[src/design/adsm_pkg.sv]
// Shared types and helpers for the aim dwell state machine.
// No dependencies; used by adsm_ratio and aim_dwell_state_machine.
package adsm_pkg;

  // Output codes for aim_state
  localparam logic [1:0] CODE_NOT_AIMING = 2'd0;
  localparam logic [1:0] CODE_AIMING     = 2'd1;
  localparam logic [1:0] CODE_AIMED      = 2'd2;
  localparam logic [1:0] CODE_RESETTING  = 2'd3;

  // Register indexes on the config write port
  localparam logic [2:0] CFG_X_LIMIT   = 3'd0;
  localparam logic [2:0] CFG_Y_LIMIT   = 3'd1;
  localparam logic [2:0] CFG_DWELL_MS  = 3'd2;
  localparam logic [2:0] CFG_HOLD_MS   = 3'd3;
  localparam logic [2:0] CFG_RESET_MS  = 3'd4;
  localparam logic [2:0] CFG_MAX_RATIO = 3'd5;
  localparam logic [2:0] CFG_MIN_RATIO = 3'd6;
  localparam logic [2:0] CFG_DOT_MODE  = 3'd7;

  typedef enum logic [3:0] {
    ST_NOT_AIMING = 4'b0001,
    ST_AIMING     = 4'b0010,
    ST_AIMED      = 4'b0100,
    ST_RESETTING  = 4'b1000
  } aim_state_t;

  // Ratio test results handed from the ratio stage to the state machine
  typedef struct packed {
    logic need_back;
    logic too_small;
  } ratio_flags_t;

  function automatic logic [1:0] aim_code(input aim_state_t st);
    logic [1:0] code;
    case (st)
      ST_NOT_AIMING: code = CODE_NOT_AIMING;
      ST_AIMING:     code = CODE_AIMING;
      ST_AIMED:      code = CODE_AIMED;
      ST_RESETTING:  code = CODE_RESETTING;
      default:       code = CODE_NOT_AIMING;
    endcase
    return code;
  endfunction

endpackage

[src/design/adsm_ratio.sv]
// Box-to-image area ratio stage: registers the three products and compares.
// Depends on adsm_pkg (ratio_flags_t).
module adsm_ratio (
  input  logic                  clk,
  input  logic                  en,
  input  logic [11:0]           box_width,
  input  logic [11:0]           box_height,
  input  logic [24:0]           img_pixels,
  input  logic [15:0]           max_ratio,
  input  logic [15:0]           min_ratio,
  output adsm_pkg::ratio_flags_t flags
);

  logic [23:0] area;
  logic [40:0] max_prod;
  logic [40:0] min_prod;
  logic [40:0] scaled;

  always_ff @(posedge clk) begin
    if (en) begin
      area     <= 24'(box_width) * 24'(box_height);
      max_prod <= 41'(max_ratio) * 41'(img_pixels);
      min_prod <= 41'(min_ratio) * 41'(img_pixels);
    end
  end

  // area as Q24.16 against Q0.16 ratio * image area
  assign scaled          = {1'b0, area, 16'h0000};
  assign flags.need_back = scaled > max_prod;
  assign flags.too_small = scaled < min_prod;

endmodule

[src/design/aim_dwell_state_machine.sv]
// Aim dwell state machine top level: stream ports, config registers, FSM.
// Depends on adsm_pkg and adsm_ratio.

// One request per detection goes through three register stages: the input
// register, the product stage (box area and the two ratio limits times the
// image area, plus the in-range test) and the result register, where the aim
// state machine updates. A new request is taken every cycle when the output
// side keeps up, and a stalled output backs up through all three stages. The
// state and the three start times live only in the last stage, so each request
// sees the state left by the one before it. Configuration writes take effect
// at once and should be made while no request is in flight.
module aim_dwell_state_machine (
  input  logic         clk,
  input  logic         rst,
  // config write port
  input  logic         cfg_we,
  input  logic [2:0]   cfg_index,
  input  logic [15:0]  cfg_data,
  // detection requests
  input  logic         s_axis_tvalid,
  output logic         s_axis_tready,
  // [12:0] diff_x, [25:13] diff_y, [37:26] box_width, [49:38] box_height,
  // [74:50] img_pixels, [106:75] now_ms, [111:107] zero
  input  logic [111:0] s_axis_tdata,
  // [0] red_dot
  input  logic         s_axis_tuser,
  // results
  output logic         m_axis_tvalid,
  input  logic         m_axis_tready,
  // [1:0] aim_state, [2] need_back, [3] timing, [7:4] zero
  output logic [7:0]   m_axis_tdata
);

  // ---------------- configuration registers ----------------
  logic [11:0] x_limit;
  logic [11:0] y_limit;
  logic [15:0] dwell_ms;
  logic [15:0] hold_ms;
  logic [15:0] reset_ms;
  logic [15:0] max_ratio;
  logic [15:0] min_ratio;
  logic        dot_mode;

  always_ff @(posedge clk) begin
    if (rst) begin
      x_limit   <= 12'd10;
      y_limit   <= 12'd10;
      dwell_ms  <= 16'd500;
      hold_ms   <= 16'd1000;
      reset_ms  <= 16'd1000;
      max_ratio <= 16'd19661;
      min_ratio <= 16'd66;
      dot_mode  <= 1'b0;
    end else if (cfg_we) begin
      case (cfg_index)
        adsm_pkg::CFG_X_LIMIT:   x_limit   <= cfg_data[11:0];
        adsm_pkg::CFG_Y_LIMIT:   y_limit   <= cfg_data[11:0];
        adsm_pkg::CFG_DWELL_MS:  dwell_ms  <= cfg_data;
        adsm_pkg::CFG_HOLD_MS:   hold_ms   <= cfg_data;
        adsm_pkg::CFG_RESET_MS:  reset_ms  <= cfg_data;
        adsm_pkg::CFG_MAX_RATIO: max_ratio <= cfg_data;
        adsm_pkg::CFG_MIN_RATIO: min_ratio <= cfg_data;
        adsm_pkg::CFG_DOT_MODE:  dot_mode  <= cfg_data[0];
        default: ;
      endcase
    end
  end

  // ---------------- pipeline flow control ----------------
  // Each stage moves when the one after it is empty or moving.
  logic s1_valid;
  logic s2_valid;
  logic out_valid;
  logic out_ready;
  logic s2_ready;

  assign out_ready     = !out_valid || m_axis_tready;
  assign s2_ready      = !s2_valid || out_ready;
  assign s_axis_tready = !s1_valid || s2_ready;
  assign m_axis_tvalid = out_valid;

  always_ff @(posedge clk) begin
    if (rst) begin
      s1_valid  <= 1'b0;
      s2_valid  <= 1'b0;
      out_valid <= 1'b0;
    end else begin
      if (s_axis_tready) s1_valid  <= s_axis_tvalid;
      if (s2_ready)      s2_valid  <= s1_valid;
      if (out_ready)     out_valid <= s2_valid;
    end
  end

  // ---------------- stage 1: input register ----------------
  logic signed [12:0] s1_diff_x;
  logic signed [12:0] s1_diff_y;
  logic [11:0]        s1_box_width;
  logic [11:0]        s1_box_height;
  logic [24:0]        s1_img_pixels;
  logic               s1_red_dot;
  logic [31:0]        s1_now_ms;

  always_ff @(posedge clk) begin
    if (s_axis_tvalid && s_axis_tready) begin
      s1_diff_x     <= s_axis_tdata[12:0];
      s1_diff_y     <= s_axis_tdata[25:13];
      s1_box_width  <= s_axis_tdata[37:26];
      s1_box_height <= s_axis_tdata[49:38];
      s1_img_pixels <= s_axis_tdata[74:50];
      s1_now_ms     <= s_axis_tdata[106:75];
      s1_red_dot    <= s_axis_tuser;
    end
  end

  // Magnitudes reach 4096 for the most negative offset, so keep 13 bits.
  logic [12:0] abs_x;
  logic [12:0] abs_y;
  logic        s1_in_range;

  assign abs_x = s1_diff_x[12] ? 13'(-s1_diff_x) : 13'(s1_diff_x);
  assign abs_y = s1_diff_y[12] ? 13'(-s1_diff_y) : 13'(s1_diff_y);
  assign s1_in_range = dot_mode ? s1_red_dot
                     : (abs_x <= {1'b0, x_limit}) && (abs_y <= {1'b0, y_limit});

  // ---------------- stage 2: products and in-range ----------------
  logic                   s2_en;
  logic                   s2_in_range;
  logic [31:0]            s2_now_ms;
  adsm_pkg::ratio_flags_t s2_flags;

  assign s2_en = s2_ready && s1_valid;

  always_ff @(posedge clk) begin
    if (s2_en) begin
      s2_in_range <= s1_in_range;
      s2_now_ms   <= s1_now_ms;
    end
  end

  adsm_ratio u_ratio (
    .clk        (clk),
    .en         (s2_en),
    .box_width  (s1_box_width),
    .box_height (s1_box_height),
    .img_pixels (s1_img_pixels),
    .max_ratio  (max_ratio),
    .min_ratio  (min_ratio),
    .flags      (s2_flags)
  );

  // ---------------- stage 3: state machine and result ----------------
  adsm_pkg::aim_state_t state;
  adsm_pkg::aim_state_t state_next;
  logic                 timing_flag;
  logic                 timing_flag_next;
  logic [31:0]          aim_start;
  logic [31:0]          aimed_start;
  logic [31:0]          reset_start;
  logic                 load_aim;
  logic                 load_aimed;
  logic                 load_reset;
  logic [31:0]          dwell_age;
  logic [31:0]          hold_age;
  logic [31:0]          reset_age;
  logic                 step;

  // Elapsed times wrap modulo 2^32 with the timestamp.
  assign dwell_age = s2_now_ms - aim_start;
  assign hold_age  = s2_now_ms - aimed_start;
  assign reset_age = s2_now_ms - reset_start;
  assign step      = out_ready && s2_valid;

  always_comb begin
    state_next       = state;
    timing_flag_next = timing_flag;
    load_aim         = 1'b0;
    load_aimed       = 1'b0;
    load_reset       = 1'b0;
    if (s2_flags.too_small) begin
      state_next       = adsm_pkg::ST_NOT_AIMING;
      timing_flag_next = 1'b0;
    end else begin
      case (state)
        adsm_pkg::ST_NOT_AIMING: begin
          if (s2_in_range) begin
            state_next       = adsm_pkg::ST_AIMING;
            timing_flag_next = 1'b1;
            load_aim         = 1'b1;
          end
        end
        adsm_pkg::ST_AIMING: begin
          if (!s2_in_range) begin
            state_next       = adsm_pkg::ST_NOT_AIMING;
            timing_flag_next = 1'b0;
          end else if (dwell_age >= 32'(dwell_ms)) begin
            state_next = adsm_pkg::ST_AIMED;
            load_aimed = 1'b1;
          end
        end
        adsm_pkg::ST_AIMED: begin
          // hold expiry wins over losing the target
          if (hold_age >= 32'(hold_ms)) begin
            state_next = adsm_pkg::ST_RESETTING;
            load_reset = 1'b1;
          end else if (!s2_in_range) begin
            state_next       = adsm_pkg::ST_NOT_AIMING;
            timing_flag_next = 1'b0;
          end
        end
        adsm_pkg::ST_RESETTING: begin
          if (reset_age >= 32'(reset_ms)) begin
            state_next       = adsm_pkg::ST_NOT_AIMING;
            timing_flag_next = 1'b0;
          end
        end
        default: begin
          state_next       = adsm_pkg::ST_NOT_AIMING;
          timing_flag_next = 1'b0;
        end
      endcase
    end
  end

  always_ff @(posedge clk) begin
    if (rst) begin
      state       <= adsm_pkg::ST_NOT_AIMING;
      timing_flag <= 1'b0;
    end else if (step) begin
      state       <= state_next;
      timing_flag <= timing_flag_next;
    end
  end

  // start stamps and result payload carry no reset
  always_ff @(posedge clk) begin
    if (step) begin
      if (load_aim)   aim_start   <= s2_now_ms;
      if (load_aimed) aimed_start <= s2_now_ms;
      if (load_reset) reset_start <= s2_now_ms;
      m_axis_tdata <= {4'b0000, timing_flag_next, s2_flags.need_back,
                       adsm_pkg::aim_code(state_next)};
    end
  end

endmodule

[config.mk]
export PLATFORM = sky130hd
export DESIGN_NAME = aim_dwell_state_machine
export DESIGN_NICKNAME = d
export VERILOG_FILES = /design/src/design/adsm_pkg.sv /design/src/design/adsm_ratio.sv /design/src/design/aim_dwell_state_machine.sv
export SDC_FILE = /design/constraint.sdc
export NUM_CORES = 2
export LEC_CHECK = 0
export BUFFER_PORTS_ARGS = -buffer_cell sky130_fd_sc_hd__buf_2
export CAP_MARGIN = 20
export CORE_ASPECT_RATIO = 0.7
export CORE_MARGIN = 2
export CORE_UTILIZATION = 50
export DETAILED_ROUTE_END_ITERATION = 8
export PLACE_DENSITY = 0.65
export SETUP_SLACK_MARGIN = 0.1
export SLEW_MARGIN = 15
export SYNTH_ARGS = -nofsm -noshare
export SYNTH_HDL_FRONTEND = slang
export SYNTH_SLANG_ARGS = --single-unit
[constraint.sdc]
create_clock -name clk -period 39.5 [get_ports clk]
set_input_delay 7.9 -clock clk [delete_from_list [all_inputs] [get_ports clk]]
set_output_delay 7.9 -clock clk [all_outputs]
set_load 0.05 [all_outputs]
======== Yosys cells after proc, flatten, opt, wreduce, memory -nomap -nowiden ========
Cells that the tools add are included.
word-level totals
  register bits ........................... 460
  logic and storage cells ................. 108
operators by class
  add/sub/neg operators ................... 5
  reduce and logical (&&, ||, !) cells .... 22
  multiplexer cells ....................... 28
  order comparisons ....................... 7
  multipliers ............................. 3
  equal/unequal tests ..................... 14
operator list
  operator                                              number
  >= comparator 32 x 16 -> 1 bit                        3
  subtractor 32 bit                                     3
  multiplier 16 x 25 -> 41 bit                          2
  greater-than comparator 40 x 41 -> 1 bit              1
  less-than comparator 40 x 41 -> 1 bit                 1
  two-way mux 4 bit                                     7
  <= comparator 13 x 12 -> 1 bit                        2
  two-way mux 13 bit                                    2
  negator 13 bit                                        2
  multiplier 12 x 12 -> 24 bit                          1
  AND reduction 2 bit                                   11
  two-way mux 1 bit                                     16
  case mux 4 bit (4 select lines)                       1
  equality test 3 bit (second input constant)           4
  equality test 4 x 2 -> 1 bit (second input constant)  2
  equality test 4 x 3 -> 1 bit (second input constant)  2
  equality test 4 bit (second input constant)           2
  equality test 3 x 2 -> 1 bit (second input constant)  2
  case mux 2 bit (3 select lines)                       1
  equality test 4 x 1 -> 1 bit (second input constant)  1
  logical AND 1 bit                                     4
  case mux 1 bit (4 select lines)                       1
  equality test 3 x 1 -> 1 bit (second input constant)  1
  logical NOT 1 bit                                     3
  2 further kinds                                       4

======== Logic depth before layout (Yosys ltp) ========
  depth after elaboration ................. 8
  mapped depth ............................ 27
  gate-level depth less buffers ........... 25

======== Modules after synthesis ========
From an unflattened synthesis, not the netlist that was laid out.
second synthesis, totals
  cells, all modules ...................... 5961
  area total of the unflattened synthesis .. 55366.9 µm²
by module, submodules not included
  module                   sequential area each (µm²)  area each (µm²)  times used  cells each
  adsm_ratio               3183.1                      35058.6          1           3852
  aim_dwell_state_machine  9499.1                      20308.2          1           2109

======== Worst setup path before layout ========
No wires, ideal clock.
  path type ............................... input-to-reg
  start ................................... in m_axis_tready
  end ..................................... reg s2_in_range, enable pin
  arrival time ............................ 18025 ps
  stages on the path ...................... 2
  path slack .............................. 20625 ps
  path through ............................ nor2b_1 -> a21boi_0
on the way
  cells in the longest elaborated chain, start to end .. 3
RTL lines
  what                    line                            RTL
  start: declaration      aim_dwell_state_machine.sv:29   input logic m_axis_tready,
  logical OR 1 bit        aim_dwell_state_machine.sv:77   assign out_ready = !out_valid || m_axis_tready;
  logical OR 1 bit        aim_dwell_state_machine.sv:78   assign s2_ready = !s2_valid || out_ready;
  logical AND 1 bit       aim_dwell_state_machine.sv:131  assign s2_en = s2_ready && s1_valid;
  named net s2_en         aim_dwell_state_machine.sv:126  logic s2_en;
  end signal: assignment  aim_dwell_state_machine.sv:135  s2_in_range <= s1_in_range;
  end: declaration        aim_dwell_state_machine.sv:127  logic s2_in_range;
The timed path passes the listed nets, and every way through them passes these cells.
A chain may end at the register's enable or synchronous reset.

======== Final worst setup path ========
  start ................................... in m_axis_tready
  end ..................................... out s_axis_tready
on the way
  cells in the longest elaborated chain, start to end .. 3
RTL lines
  what              line                           RTL
  logical OR 1 bit  aim_dwell_state_machine.sv:77
  logical OR 1 bit  aim_dwell_state_machine.sv:78
  logical OR 1 bit  aim_dwell_state_machine.sv:79  assign s_axis_tready = !s1_valid || s2_ready;
  end: declaration  aim_dwell_state_machine.sv:21  output logic s_axis_tready,
No other way between the ends.

==> results.md <==
| Quantity | Reported |
|---|---|
| RSZ-0062 raised after global routing | no |
| Top cells by area in the synthesized netlist | fa_1 28%, edfxtp_1 19%, ha_1 12%, inv_1 8.1%, nand2_1 6.7% |
| Total power density per cell area | 60.80 nW/um^2 |
| Slack of the critical path | 22.67 ns |
| Overall die width | 396.2 um |
| Mapped Cells | 5815 |
| Largest net degree at the start of global routing | 98 |
| Number of iterations in the first detailed-routing pass | 6 |
| Post-CTS setup buffer count | 0 |
| Internal portion of total power | 1.959 mW |
| Number of placement rows | 100 |
| Most common cell type on the critical path | buf_2 |
| Switching pwr | 1.555 mW |
| Via Count | 39690 |
| Via count of the first global-routing pass | 39900 |
| Slew at the pin closest to its max-slew limit | 1.130 ns |
| Vias per cell | 5.431 |
| Post-detail-place hpwl | 98050 um |
| Wirelength per Cell | 17.91 um |
| Top delay family on crit path | simple AND/OR/NAND/NOR gates |
| Core box area | 106500 um^2 |
| Highest clock frequency the design can meet | 59.42 MHz |
| Finished layout cell area | 57800 um^2 |
| Number of remaining DRC errors | 0 |
| Buf+Inv Stages, Crit Path | 2 |
| Worst IR drop on VDD | 0.1251 mV |
| Clock-pin slew reported for the worst setup and hold paths after clock tree synthesis | 0.06 ns |
| Outcome | complete, no violations |
| Clk sinks | 460 |
| Number of distinct standard cells referenced by the synthesized netlist | 79 |
| Combined global-route utilization of all metal layers | 0.2460 |
| Post-CTS Resized | 0 |
| Max incr delay on CP | 0.49 ns |
| Final-report max-slew violation count | 0 |
| Part of the power in combinational logic | 0.646 |
| Post-layout min period | 16.83 ns |
| Remaining Overflow, GRT | 0 |
| Crit path max fanout | 6 |
| Number of enable flip-flop cells after synthesis | 347 |
| Die Outline Area | 110300 um^2 |
| Setup TNS | 0 ns |
| Most common cell after layout, fill and taps aside | inv_1 |
| Worst hold slack | 0.3744 ns |
| Final setup violation count | 0 |
| Routed WL | 130900 um |
| Hold buffers post-CTS | 0 |
| Critical Path, Cell by Cell | buf_2 > nor2b_1 > nand3_1 > buf_2 |
| Overall power after layout | 3.514 mW |
| Final hold violation count | 0 |
| H-tree level count | 2 |
| Boundary Pins | 147 |
| Gp weighted congestion | 0.9122 |
| Area of placed instances | 55910 um^2 |
| Commonest cells after routing, fill and taps aside | 1164 x inv_1, 956 x nand2_1, 743 x fa_1 |
| Die H | 278.5 um |
| Lkg Pwr | 27.19 nW |
| Post-route clock period utilization | 0.4261 |
| Category of the critical setup timing path | input port to primary output |
| Global-route wire length before repair | 216800 um |
| Minimum setup slack after placement | 22.67 ns |
| Max-cap violation count | 0 |
| #FFs+latches synth | 460 |
| Kind of capture point of the worst setup path | primary output |
| Count of non-filler cells in the finished layout | 7307 |
| Number of cells after detailed placement | 7204 |
| Area Overhead vs Synth | 7.373% |
| Clock buffer count from CTS | 52 |
| Synth Area per Inst | 9.257 um^2 |
| Ys async rst share | 0 |
| TritonCTS clock tree | done |
| Final net count | 7217 |
| Clock network fraction of design power | 0.146 |
| Starting Density | 0.5055 |
| Fraction of layout cells with a size suffix above 1 | 0.05699 |
| Warnings, synthesis | 0 |
| Sequential area share after synthesis | 0.2356 |
| Post-route antenna net violation count | 0 |
| Main synth FF type | edfxtp_1 |
| Worst max-slew margin expressed relative to the limit | 0.2454 |
| Final core utilization | 0.5428 |
| Slowest cell on the critical path | nor2b_1 |
| Class of the most critical hold timing path | flop to flop |
| Data arrival time at the worst-slack endpoint | 8.93 ns |
| Initial antenna violation count | 1 |
| Clock tree buffer depth | 3 |
| Worst EP required | 31.60 ns |
| Kind of start point of the critical path | input port |
| Cell type with the highest aggregate area in the netlist | fa_1 |
| DRT iter0 DRCs | 3075 |
| Count of input and output buffers | 137 |
| Worst skew pair latency | 0.67 ns |
| Relative contribution of sequential cells to total power | 0.207 |
| Switching share of total power | 0.4424 |
| Final clock skew | 0.05440 ns |
| Fraction of synthesized cell area taken by the top area cell type | 0.2763 |
| Cell area after synthesis | 53830 um^2 |
| CTS Root Buffer Type | clkbuf_16 |
[final cells by class]
cell class | instances | area, um^2
fill | 9666 | 48680
multi-input combinational | 3947 | 35880
sequential | 460 | 12680
inverter | 1164 | 4369
tap | 1428 | 1787
clock buffer | 66 | 1478
timing repair buffer | 209 | 1259
clock inverter | 32 | 341.6
antenna | 1 | 2.502
[synth_stat cells (all sizes together) (14+ instances only)]
| cell | instances |
|---|---|
| o211ai | 26 |
| nor2b | 34 |
| xor2 | 35 |
| a211oi | 18 |
| inv | 1164 |
| dfxtp | 113 |
| a21o | 71 |
| a21oi | 280 |
| a31oi | 20 |
| nand3b | 25 |
| o21bai | 32 |
| o31ai | 19 |
| nand2b | 40 |
| and3 | 26 |
| fa | 743 |
| nor2 | 161 |
| xnor2 | 133 |
| clkbuf | 236 |
| and2 | 317 |
| nand4 | 45 |
| edfxtp | 347 |
| ha | 503 |
| o21a | 45 |
| nand2 | 956 |
| a211o | 25 |
| or3 | 14 |
| nor4 | 15 |
| nand3 | 57 |
| nor3 | 38 |
| o21ai | 109 |
[kinds of logic (layout without fill, tap and decap cells)]
logic type | after synthesis | after routing | synth area share
mux | 12 | 12 | 0.002324
simple gates | 1776 | 1776 | 0.1546
compound gates | 741 | 741 | 0.08786
xor+xnor | 168 | 168 | 0.02734
buf+inv | 1411 | 1471 | 0.09895
fa+ha+maj | 1246 | 1246 | 0.3932
flops | 460 | 460 | 0.2356
other cells | 1 | 5 | 0.00006967
[power by group through the flow]
stage | Clock [mW] | Combinational [mW] | Sequential, mW
final | 0.515 | 2.27 | 0.728
after floorplan | 0 | 1.78 | 0.724
after global placement | 0 | 2.21 | 0.737
after global routing | 0.547 | 2.62 | 0.734
after detailed placement | 0 | 2.25 | 0.738
after CTS | 0.531 | 2.27 | 0.728
[registers in the layout, summed over array words and instances, names as in the netlist, 4 cells and up]
register	count
s1_img_pixels	25
max_ratio	16
s1_diff_y	13
aimed_start	32
s1_diff_x	13
hold_ms	16
s2_now_ms	32
state	4
s1_now_ms	32
u_ratio.area	24
y_limit	12
reset_start	32
u_ratio.max_prod	41
x_limit	12
u_ratio.min_prod	41
m_axis_tdata	4
s1_box_width	12
aim_start	32
min_ratio	16
dwell_ms	16
s1_box_height	12
reset_ms	16
[worst paths after layout]
check                startpoint                    to  slack, ns  depth (start not counted)
hold reg to reg   s1_now_ms[17]         s2_now_ms[17]       0.37                          0
setup / recovery  m_axis_tready         s_axis_tready      22.67                          4
hold / removal    s1_now_ms[17]         s2_now_ms[17]       0.37                          0
setup reg to reg  max_ratio[10]  u_ratio.max_prod[39]      31.25                         21
[metal layers]
layer  track usage  up-vias  wire length, um
met5             0        -                0
met4       0.05401        0             2898
met3       0.03167      149             9270
met2        0.3708     1221            56430
met1        0.3773    19880            62280
li1              -    18440                -
No activity file was read; power rests on OpenSTA's default activity.
